## config.mk

```make
export PLATFORM = sky130hd
export DESIGN_NAME = sync_length_checksum_deframer_core
export DESIGN_NICKNAME = d
export VERILOG_FILES = /design/src/slcd_pkg.sv /design/src/slcd_ram.sv /design/src/sync_length_checksum_deframer_core.sv
export SDC_FILE = /design/constraint.sdc
export NUM_CORES = 1
export LEC_CHECK = 0
export ABC_CLOCK_PERIOD_IN_PS = 7300
export BUFFER_PORTS_ARGS = -buffer_cell sky130_fd_sc_hd__buf_2
export CAP_MARGIN = 20
export CORE_MARGIN = 2
export CORE_UTILIZATION = 65
export CTS_CLUSTER_SIZE = 40
export DETAILED_ROUTE_END_ITERATION = 10
export GPL_TIMING_DRIVEN = 0
export PLACE_DENSITY = 0.81
export SLEW_MARGIN = 30
export SYNTH_ARGS = -nofsm -noshare
export SYNTH_HDL_FRONTEND = slang
export SYNTH_SLANG_ARGS = --single-unit
```

## constraint.sdc

```tcl
create_clock -name clk -period 7.3 [get_ports clk]
set_input_delay 1.46 -clock clk [delete_from_list [all_inputs] [get_ports clk]]
set_output_delay 1.46 -clock clk [all_outputs]
set_load 0.02 [all_outputs]
```

## src/slcd_pkg.sv

```systemverilog
// ----------------------------------------------------------------------------
// slcd_pkg
// Shared types and constants of the sync/length/checksum frame receiver.
// ----------------------------------------------------------------------------
package slcd_pkg;

  // Default payload buffer depth
  localparam int PAYLOAD_DEPTH_DEF = 64;

  // Reset values of the configuration registers
  localparam logic [7:0] SYNC_FIRST_RST  = 8'hFB;
  localparam logic [7:0] SYNC_SECOND_RST = 8'hFC;
  localparam logic [5:0] MAX_LENGTH_RST  = 6'd63;

  // Type bytes at or above this value abort the frame
  localparam logic [7:0] TYPE_LIMIT = 8'hF1;

  // Configuration register indexes
  localparam logic [1:0] CFG_SYNC_FIRST  = 2'd0;
  localparam logic [1:0] CFG_SYNC_SECOND = 2'd1;
  localparam logic [1:0] CFG_MAX_LENGTH  = 2'd2;

  // Result kinds
  localparam logic KIND_PAYLOAD = 1'b0;
  localparam logic KIND_CSUM_ERR = 1'b1;

  // Parser phases
  typedef enum logic [2:0] {
    PH_SYNC1 = 3'd0,
    PH_SYNC2 = 3'd1,
    PH_TYPE  = 3'd2,
    PH_LEN   = 3'd3,
    PH_DATA  = 3'd4,
    PH_CHECK = 3'd5
  } phase_t;

  // One result item
  typedef struct packed {
    logic       kind;
    logic [7:0] frame_type;
    logic [5:0] frame_length;
    logic [5:0] byte_index;
    logic [7:0] data_byte;
    logic       last;
  } result_t;

endpackage

```

## src/slcd_ram.sv

```systemverilog
// ----------------------------------------------------------------------------
// slcd_ram
// Generic single-write, single-read RAM with a registered read port.
// ----------------------------------------------------------------------------
module slcd_ram #(
  parameter int DATA_W = 8,
  parameter int DEPTH  = 64,
  localparam int ADDR_W = $clog2(DEPTH)
) (
  input  logic              clk,
  input  logic              wr_en,
  input  logic [ADDR_W-1:0] wr_addr,
  input  logic [DATA_W-1:0] wr_data,
  input  logic              rd_en,
  input  logic [ADDR_W-1:0] rd_addr,
  output logic [DATA_W-1:0] rd_data
);

  logic [DATA_W-1:0] mem [DEPTH];
  logic [DATA_W-1:0] rd_data_r;

  // Write port
  always_ff @(posedge clk) begin
    if (wr_en) begin
      mem[wr_addr] <= wr_data;
    end
  end

  // Registered read port
  always_ff @(posedge clk) begin
    if (rd_en) begin
      rd_data_r <= mem[rd_addr];
    end
  end

  assign rd_data = rd_data_r;

endmodule

```

## src/sync_length_checksum_deframer_core.sv

```systemverilog
// ----------------------------------------------------------------------------
// sync_length_checksum_deframer_core
// Hunts for sync/type/length/payload/checksum frames in a byte stream,
// buffers the payload and replays it when the checksum matches.
// ----------------------------------------------------------------------------
//
//  channel  | direction | handshake            | payload
//  ---------+-----------+----------------------+-------------------------------
//  in_      | sink      | in_tvalid/in_tready  | tdata: rx_byte
//  out_     | source    | out_tvalid/out_tready| tdata, tuser: kind, tlast: last
//  cfg_     | sink      | cfg_valid/cfg_ready  | cfg_index, cfg_data
//
//  Header, sync, type, length and payload bytes are taken one per cycle while
//  intake is not paused. A good frame pauses intake while its payload is read
//  back from the buffer RAM, one entry per cycle while room allows.
//  The check byte is taken only when the output buffer has room for a result.
//  The output register and a skid entry let intake continue while a result
//  waits; out_tready low throttles the buffer read-back.
//  rst_n is synchronous; the payload RAM holds no reset and needs no clearing.
//
module sync_length_checksum_deframer_core #(
  parameter int PAYLOAD_DEPTH = slcd_pkg::PAYLOAD_DEPTH_DEF
) (
  input  logic        clk,
  input  logic        rst_n,
  // input byte stream
  input  logic        in_tvalid,
  output logic        in_tready,
  input  logic [7:0]  in_tdata,   // [7:0] rx_byte
  // result stream
  output logic        out_tvalid,
  input  logic        out_tready,
  output logic [31:0] out_tdata,  // [7:0] frame_type, [13:8] frame_length,
                                  // [19:14] byte_index, [27:20] data_byte
  output logic        out_tuser,  // [0] kind
  output logic        out_tlast,
  // configuration writes
  input  logic        cfg_valid,
  output logic        cfg_ready,
  input  logic [1:0]  cfg_index,
  input  logic [7:0]  cfg_data
);

  import slcd_pkg::*;

  localparam int AddrW = $clog2(PAYLOAD_DEPTH);
  localparam logic [AddrW-1:0] LastSlot = AddrW'(PAYLOAD_DEPTH - 1);

  // Configuration
  logic [7:0] sync_first_r;
  logic [7:0] sync_second_r;
  logic [5:0] max_length_r;

  // Parser state
  phase_t     phase_r, phase_nxt;
  logic [5:0] bytes_left_r, bytes_left_nxt;
  logic [7:0] sum_r, sum_nxt;
  logic [7:0] held_type_r, held_type_nxt;
  logic [5:0] held_length_r, held_length_nxt;
  logic [AddrW-1:0] wr_slot_r, wr_slot_nxt;

  // Read-back state
  logic             emit_r, emit_nxt;
  logic [5:0]       emit_idx_r, emit_idx_nxt;
  logic [AddrW-1:0] rd_slot_r, rd_slot_nxt;

  // Result pipeline: read stage, output register, skid entry
  logic    rd_v_r, rd_v_nxt;
  logic    rd_ram_r, rd_ram_nxt;
  result_t rd_res_r, rd_res_nxt;
  logic    out_v_r, out_v_nxt;
  result_t out_r, out_nxt;
  logic    skid_v_r, skid_v_nxt;
  result_t skid_r, skid_nxt;

  logic [7:0] rx_byte;
  logic       in_acc;
  logic       pop;
  logic [1:0] occ;
  logic       issue_ok;
  logic       emit_issue;
  logic       ram_we;
  logic [7:0] ram_q;
  result_t    rd_full;

  assign rx_byte = in_tdata;
  assign in_acc  = in_tvalid & in_tready;
  assign pop     = out_v_r & out_tready;

  // Room check: results in flight after this cycle must fit out + skid
  assign occ      = {1'b0, out_v_r} + {1'b0, skid_v_r} + {1'b0, rd_v_r};
  assign issue_ok = (occ - {1'b0, pop}) <= 2'd1;

  assign in_tready  = ~emit_r & ((phase_r != PH_CHECK) | issue_ok);
  assign emit_issue = emit_r & issue_ok;
  assign cfg_ready  = 1'b1;

  // Configuration registers
  always_ff @(posedge clk) begin
    if (!rst_n) begin
      sync_first_r  <= SYNC_FIRST_RST;
      sync_second_r <= SYNC_SECOND_RST;
      max_length_r  <= MAX_LENGTH_RST;
    end else if (cfg_valid && cfg_ready) begin
      case (cfg_index)
        CFG_SYNC_FIRST:  sync_first_r  <= cfg_data;
        CFG_SYNC_SECOND: sync_second_r <= cfg_data;
        CFG_MAX_LENGTH:  max_length_r  <= cfg_data[5:0];
        default: ;
      endcase
    end
  end

  // Parser state register
  always_ff @(posedge clk) begin
    if (!rst_n) begin
      phase_r       <= PH_SYNC1;
      bytes_left_r  <= '0;
      sum_r         <= '0;
      held_type_r   <= '0;
      held_length_r <= '0;
      wr_slot_r     <= '0;
    end else begin
      phase_r       <= phase_nxt;
      bytes_left_r  <= bytes_left_nxt;
      sum_r         <= sum_nxt;
      held_type_r   <= held_type_nxt;
      held_length_r <= held_length_nxt;
      wr_slot_r     <= wr_slot_nxt;
    end
  end

  // Parser next state; start read-back or post an error on the check byte
  always_comb begin
    phase_nxt       = phase_r;
    bytes_left_nxt  = bytes_left_r;
    sum_nxt         = sum_r;
    held_type_nxt   = held_type_r;
    held_length_nxt = held_length_r;
    wr_slot_nxt     = wr_slot_r;
    ram_we          = 1'b0;
    emit_nxt        = emit_r;
    emit_idx_nxt    = emit_idx_r;
    rd_slot_nxt     = rd_slot_r;
    rd_v_nxt        = 1'b0;
    rd_ram_nxt      = 1'b0;
    rd_res_nxt      = rd_res_r;

    if (in_acc) begin
      case (phase_r)
        PH_SYNC2: begin
          if (rx_byte == sync_second_r) begin
            sum_nxt   = sum_r + rx_byte;
            phase_nxt = PH_TYPE;
          end else begin
            phase_nxt = PH_SYNC1;
          end
        end
        PH_TYPE: begin
          if (rx_byte != 8'd0 && rx_byte < TYPE_LIMIT) begin
            held_type_nxt = rx_byte;
            sum_nxt       = sum_r + rx_byte;
            phase_nxt     = PH_LEN;
          end else begin
            phase_nxt = PH_SYNC1;
          end
        end
        PH_LEN: begin
          if (rx_byte != 8'd0 && rx_byte <= {2'b00, max_length_r}) begin
            held_length_nxt = rx_byte[5:0];
            bytes_left_nxt  = rx_byte[5:0];
            wr_slot_nxt     = '0;
            sum_nxt         = sum_r + rx_byte;
            phase_nxt       = PH_DATA;
          end else begin
            phase_nxt = PH_SYNC1;
          end
        end
        PH_DATA: begin
          ram_we         = 1'b1;
          wr_slot_nxt    = (wr_slot_r == LastSlot) ? '0 : wr_slot_r + 1'b1;
          sum_nxt        = sum_r + rx_byte;
          bytes_left_nxt = bytes_left_r - 6'd1;
          if (bytes_left_r == 6'd1) begin
            phase_nxt = PH_CHECK;
          end
        end
        PH_CHECK: begin
          phase_nxt = PH_SYNC1;
          if (rx_byte == sum_r) begin
            emit_nxt     = 1'b1;
            emit_idx_nxt = '0;
            rd_slot_nxt  = '0;
          end else begin
            rd_v_nxt                = 1'b1;
            rd_res_nxt.kind         = KIND_CSUM_ERR;
            rd_res_nxt.frame_type   = held_type_r;
            rd_res_nxt.frame_length = held_length_r;
            rd_res_nxt.byte_index   = '0;
            rd_res_nxt.data_byte    = rx_byte;
            rd_res_nxt.last         = 1'b1;
          end
        end
        default: begin
          if (rx_byte == sync_first_r) begin
            sum_nxt   = rx_byte;
            phase_nxt = PH_SYNC2;
          end else begin
            phase_nxt = PH_SYNC1;
          end
        end
      endcase
    end

    // Read one buffered payload byte per cycle while room allows
    if (emit_issue) begin
      rd_v_nxt                = 1'b1;
      rd_ram_nxt              = 1'b1;
      rd_res_nxt.kind         = KIND_PAYLOAD;
      rd_res_nxt.frame_type   = held_type_r;
      rd_res_nxt.frame_length = held_length_r;
      rd_res_nxt.byte_index   = emit_idx_r;
      rd_res_nxt.data_byte    = '0;
      rd_res_nxt.last         = (emit_idx_r + 6'd1) == held_length_r;
      emit_idx_nxt            = emit_idx_r + 6'd1;
      rd_slot_nxt             = (rd_slot_r == LastSlot) ? '0 : rd_slot_r + 1'b1;
      if ((emit_idx_r + 6'd1) == held_length_r) begin
        emit_nxt = 1'b0;
      end
    end
  end

  // Payload buffer
  slcd_ram #(
    .DATA_W (8),
    .DEPTH  (PAYLOAD_DEPTH)
  ) u_payload_ram (
    .clk     (clk),
    .wr_en   (ram_we),
    .wr_addr (wr_slot_r),
    .wr_data (rx_byte),
    .rd_en   (emit_issue),
    .rd_addr (rd_slot_r),
    .rd_data (ram_q)
  );

  // Merge RAM data into the read-stage result
  always_comb begin
    rd_full = rd_res_r;
    if (rd_ram_r) begin
      rd_full.data_byte = ram_q;
    end
  end

  // Move results into the output register, overflow into the skid entry
  always_comb begin
    out_v_nxt  = out_v_r & ~pop;
    out_nxt    = out_r;
    skid_v_nxt = skid_v_r;
    skid_nxt   = skid_r;
    if (!out_v_r || pop) begin
      if (skid_v_r) begin
        out_v_nxt  = 1'b1;
        out_nxt    = skid_r;
        skid_v_nxt = rd_v_r;
        skid_nxt   = rd_full;
      end else if (rd_v_r) begin
        out_v_nxt = 1'b1;
        out_nxt   = rd_full;
      end
    end else if (rd_v_r) begin
      skid_v_nxt = 1'b1;
      skid_nxt   = rd_full;
    end
  end

  // Read-back and result pipeline control
  always_ff @(posedge clk) begin
    if (!rst_n) begin
      emit_r   <= 1'b0;
      rd_v_r   <= 1'b0;
      out_v_r  <= 1'b0;
      skid_v_r <= 1'b0;
    end else begin
      emit_r   <= emit_nxt;
      rd_v_r   <= rd_v_nxt;
      out_v_r  <= out_v_nxt;
      skid_v_r <= skid_v_nxt;
    end
  end

  // Payload of the result pipeline
  always_ff @(posedge clk) begin
    emit_idx_r <= emit_idx_nxt;
    rd_slot_r  <= rd_slot_nxt;
    rd_ram_r   <= rd_ram_nxt;
    rd_res_r   <= rd_res_nxt;
    out_r      <= out_nxt;
    skid_r     <= skid_nxt;
  end

  // Output ports
  assign out_tvalid = out_v_r;
  assign out_tdata  = {4'd0, out_r.data_byte, out_r.byte_index,
                       out_r.frame_length, out_r.frame_type};
  assign out_tuser  = out_r.kind;
  assign out_tlast  = out_r.last;

endmodule

```

; Yosys cells after proc, flatten, opt, wreduce, memory -nomap -nowiden
; Memories as Yosys holds them, arrays and structs flattened. A register that Yosys moved wholly into a read port is not among the register bits.
; Index checks and enable logic that the tools add are counted.
[word_totals]
regBits = 166
latch_bits = 0
ram_bits = 512
romBits = 0
inputBits = 23
output_inout_bits = 37
elab_cells = 154
memories = 1
[classes]
add_sub_neg = 8
multipliers = 0
div = 0
magnitude_cmp = 3
n_eq_ne = 21
n_shift = 0
muxes = 51
bitwise_logic = 10
n_reduce_logical = 26
[mem_list]
columns = memory, depth, width, rd, rd_clocked_by_memory_dff, wr, line_no
row1 = u_payload_ram.mem, 64, 8, 1, 1, 1, slcd_ram.sv:19  ; logic [DATA_W-1:0] mem [DEPTH];
[ops]
columns = operator, n
row1 = 2-to-1 mux 30 bit, 4
row2 = 2-to-1 mux 29 bit, 4
row3 = 2-to-1 mux 6 bit, 9
row4 = 2-to-1 mux 8 bit, 5
row5 = one-hot mux 8 bit (5 select lines), 1
row6 = == test 8 bit, 3
row7 = one-hot mux 6 bit (2 select lines), 2
row8 = 2-to-1 mux 1 bit, 21
row9 = adder 6 x 1 -> 6 bit (second input constant), 3
row10 = AND reduction 3 bit, 6
row11 = one-hot mux 3 bit (5 select lines), 1
row12 = == test 6 bit (second input constant), 2
row13 = inequality test 2 bit (second input constant), 6
row14 = AND reduction 2 bit, 6
row15 = nonzero test 2 bit, 6
row16 = adder 8 bit, 1
row17 = <= comparator 8 x 6 -> 1 bit, 1
row18 = < comparator 8 bit (second input constant), 1
row19 = nonzero test 8 bit, 1
row20 = == test 3 x 2 -> 1 bit (second input constant), 2
row21 = == test 3 bit (second input constant), 2
row22 = == test 6 x 1 -> 1 bit (second input constant), 1
row23 = == test 6 bit, 1
row24 = 2-to-1 mux 3 bit, 2
row25 = other kinds (19), 28

; Longest topological paths before layout
[logic_depth]
depth_word = 10
mapped_depth = 11
depth_no_buf = 10

; Modules after synthesis
; A second synthesis with hierarchy kept.
[hier_totals]
cells_unflattened = 1641
area_unflattened_um2 = 28021.9
[modules_own_cells]
columns = module, instances, cells_per_inst, area_each_um2, seq_area_each_um2
row1 = slcd_ram, 1, 940, 20246.9, 15615.0
row2 = sync_length_checksum_deframer_core, 1, 701, 7775.0, 4254.1

; Worst setup path after synthesis
; OpenSTA, ideal clock, no wires.
[synth_path]
kind = input to output
from = in out_tready
to = out in_tready
t_arrival_ns = 3.087
required_ns = 5.840
path_slack_ns = 2.753
stages = 9
path_buffers = 1
cell_sequence = and2_1 > ha_1 > inv_1 > ha_1 > a21oi_1 > xor2_1 > clkbuf_1 > nor2_1 > nor2_1
[synth_via]
elab_chain_cells = 5
[synth_lines]
columns = element, line_no
row1 = start: declaration, sync_length_checksum_deframer_core.sv:32  ; input logic out_tready,
row2 = bitwise AND 1 bit, sync_length_checksum_deframer_core.sv:88  ; assign pop = out_v_r & out_tready;
row3 = subtractor 2 x 1 -> 2 bit, sync_length_checksum_deframer_core.sv:92  ; assign issue_ok = (occ - {1'b0, pop}) <= 2'd1;
row4 = <= comparator 2 x 1 -> 1 bit, sync_length_checksum_deframer_core.sv:92
row5 = bitwise OR 1 bit, sync_length_checksum_deframer_core.sv:94  ; assign in_tready = ~emit_r & ((phase_r != PH_CHECK) | issue_ok);
row6 = bitwise AND 1 bit, sync_length_checksum_deframer_core.sv:94
row7 = end: declaration, sync_length_checksum_deframer_core.sv:28  ; output logic in_tready,
; No other way between the ends.

; Worst setup path in the final report
; Ends and elaborated chain as after synthesis.

==> run_results.csv <==
group,metric,value,unit
run_status,outcome,"completed",
timing,clock.fmax,188,MHz
critical_path,critPathLaunchType,"primary input",
synthesis,ys.warnings.count,0,
global_route,grt.overflow.total,0,
synthesis,yosys-top-cells-count,"edfxtp_1 (613), mux4_2 (154), nor2_1 (108), nand2_1 (76), dfxtp_1 (73)",
cts,clk_latency,0.61,ns
power,cellPowerDensity,251,mW/mm^2
global_route,grt_pass1_wl,93800,um
synthesis,synth_edf_count,613,
flow_run,drv_cap,0,
synthesis,synth_top_family_by_area,"multiplexers",
cts,cts-resized-gates,0,
worst_hold_path,hold_path_class,"reg2reg",
route,ant_nets,0,
route,wl_per_cell,27.3,um
route,met2_length,30600,um
synthesis,ys.flop_type,"edfxtp_1",
synthesis,synth_seq_area_share,0.717,
synthesis,synth_simple_gate_area_frac,0.0585,
global_route,grt_pass1_vias,15227,
timing,period_share,0.728,
critical_path,crit_fanout,10,
route,wl_met3,5360,um
power,vdd_drop_max,0.246,mV
die,core_area,0.0420,mm^2
synthesis,netlist_instances,1565,
timing,slew_viol_final,0,
synthesis,synth_compound_area_frac,0.0316,
synthesis,async_flop_share,0,
critical_path,cp-end-kind,"primary output",
die,start_util,0.659,
finish,diodes,0,
timing,skew,0.0222,ns
route,firstDrtPassIters,7,
cts,cts_tree,"yes",
finish,final_core_util,0.734,
synthesis,avgSynthCellArea,17.7,um^2
global_route,antenna_found_initial,0,
cts,cts_setup_buffers,0,
critical_path,critPathKind,"in2out",
finish,area_growth,11.4,%
timing,max_slew_margin,0.335,
synthesis,ys_top_cells_by_area,"edfxtp_1 (66%), mux4_2 (13%), dfxtp_1 (5.3%), mux2_2 (1.5%), nor2_1 (1.5%)",
global_route,grt_max_degree,68,
die,die_w,211,um
cts,holdBufCountCts,0,
route,routed-via-count,15073,
power,power.static_leakage,9.97,nW
synthesis,yosys-mux-area-fraction,0.151,
route,viasPerCell,6.59,
cts,clkTransAtPathRegs,0.06,ns
route,dr.max_layer_used,"met4",
cts,clock_path_buffers,3,
die,die_h,211,um
synthesis,synth.most_common_cell,"edfxtp_1",
timing,rsz0062_at_grt,"no",
critical_path,required,5.84,ns
cts,cts.sinks,686,
route,drt_iter0_markers,1998,
synthesis,synthXorXnorAreaFrac,0.0104,
synthesis,syn_area,0.0277,mm^2
synthesis,synth_fa_ha_area_frac,0.0102,
placed_design,hpwl,39100,um
die,pin_count,60,
timing,setup_viol,0,
die,dieArea,0.0443,mm^2
synthesis,synth_seq_cells,686,
finish,nNetsFinal,1740,
route,drc,0,
synthesis,synth_top_area_cell,"edfxtp_1",
timing,timing.final.hold_violations,0,
critical_path,cp.arrival,3.86,ns
placed_design,numPortBuffers,53,
synthesis,ys_types,63,
timing,tns,0,ns
cts,cts_root_buf,"clkbuf_16",
die,num_rows,75,
timing,min_period,5.32,ns
timing,worst_pin_slew,0.994,ns
route,drt_wl_total,62400,um
global_route,grtUsageTotal,0.292,
synthesis,synth_top_cell_area_share,0.664,
route,wl_met1,24200,um
placed_design,finalWeightedCongestion,0.901,
cts,cts_max_level,3,
cts,cts_buffers,69,
finish,drive_above_1_share,0.222,
==> per-stage QoR <==
stage	instance area (um^2)	std cells	power [W]	hold WS (ns)	worst slack [ns]
global placement	28700	2160	0.00448	0.410	2.14
finish	30900	2286	0.00773	0.435	1.98
global route	30900	2286	0.00791	0.445	1.93
floorplan	27700	1568	0.00441	0.408	2.75
CTS	30900	2286	0.00776	0.437	2.02
detailed placement	28800	2163	0.00449	0.423	2.12
==> layer usage <==
metal	GRT usage	vias to the layer above
met3	0.0515	152
met4	0.114	0
met1	0.408	7698
li1	-	6416
met5	0	-
met2	0.469	807
==> report_power, final <==
group | internal, W | total (W) | switching (W)
Sequential | 0.00427 | 0.00427 | 0.00000490
Combinational | 0.0000328 | 0.000134 | 0.000101
Clock | 0.00188 | 0.00333 | 0.00145
Total | 0.00618 | 0.00773 | 0.00155
==> critical path, stage by stage <==
cell	delay [ns]
buf_2	0.12
and2_1	0.14
ha_1	0.27
inv_1	0.06
ha_1	0.31
a21oi_1	0.20
xor2_1	0.34
clkbuf_1	0.37
nor2_1	0.13
nor2_1	0.24
buf_2	0.22
==> cell families after synthesis <==
kind of cell,count (synthesis)
AOI/OAI and AO/OA,143
xor gates and xnor gates,33
adders and majority gates,22
buffers and inverters,124
DFF,686
muxes,222
other,2
and+or+nand+nor,333
==> registers in the layout, indices dropped and copies added, names as in the netlist, 8 cells and up <==
signal / flops
held_type_r: 8
out_tdata: 28
rd_full: 22
rd_res_r: 8
skid_r: 30
sum_r: 8
sync_first_r: 8
sync_second_r: 8
u_payload_ram.mem: 512
u_payload_ram.rd_data: 8
==> layout by cell type (no fill, tap or decap), types with 9 or more instances in the layout <==
master,n
a211oi_1,19
a21oi_1,44
a31oi_1,12
and2_1,19
and3_1,12
buf_2,63
buf_4,15
clkbuf_1,76
clkbuf_16,71
clkinv_2,13
dfxtp_1,73
edfxtp_1,613
ha_1,21
inv_1,28
mux2_2,37
mux2i_1,31
mux4_2,154
nand2_1,76
nand3_1,38
nor2_1,107
nor2b_1,20
nor3_1,10
o21ai_0,36
xnor2_1,9
xor2_1,24
==> worst paths after layout <==
path	endpoint	slack (ns)	cells past startpoint	start
worst max-delay path	in_tready	1.98	11	out_tready
worst min-delay path	skid_r[29]$_DFFE_PP_	0.44	0	rd_full[29]$_SDFFE_PP0P_
worst max register to register	u_payload_ram.rd_data[5]$_DFFE_PP_	3.70	8	rd_slot_r[1]$_SDFFCE_PP0P_
worst min register to register	skid_r[29]$_DFFE_PP_	0.44	0	rd_full[29]$_SDFFE_PP0P_
==> final cells by class <==
class	count	area, um^2
inverters	29	109
plain buffers	95	472
flip-flops and latches	686	19900
multi-input cells	758	7310
clock inverters	28	214
fillers	2413	11200
clock buffers	95	1880
well taps	539	674
repair buffers	56	353
Power figures use the tool's default switching activity.
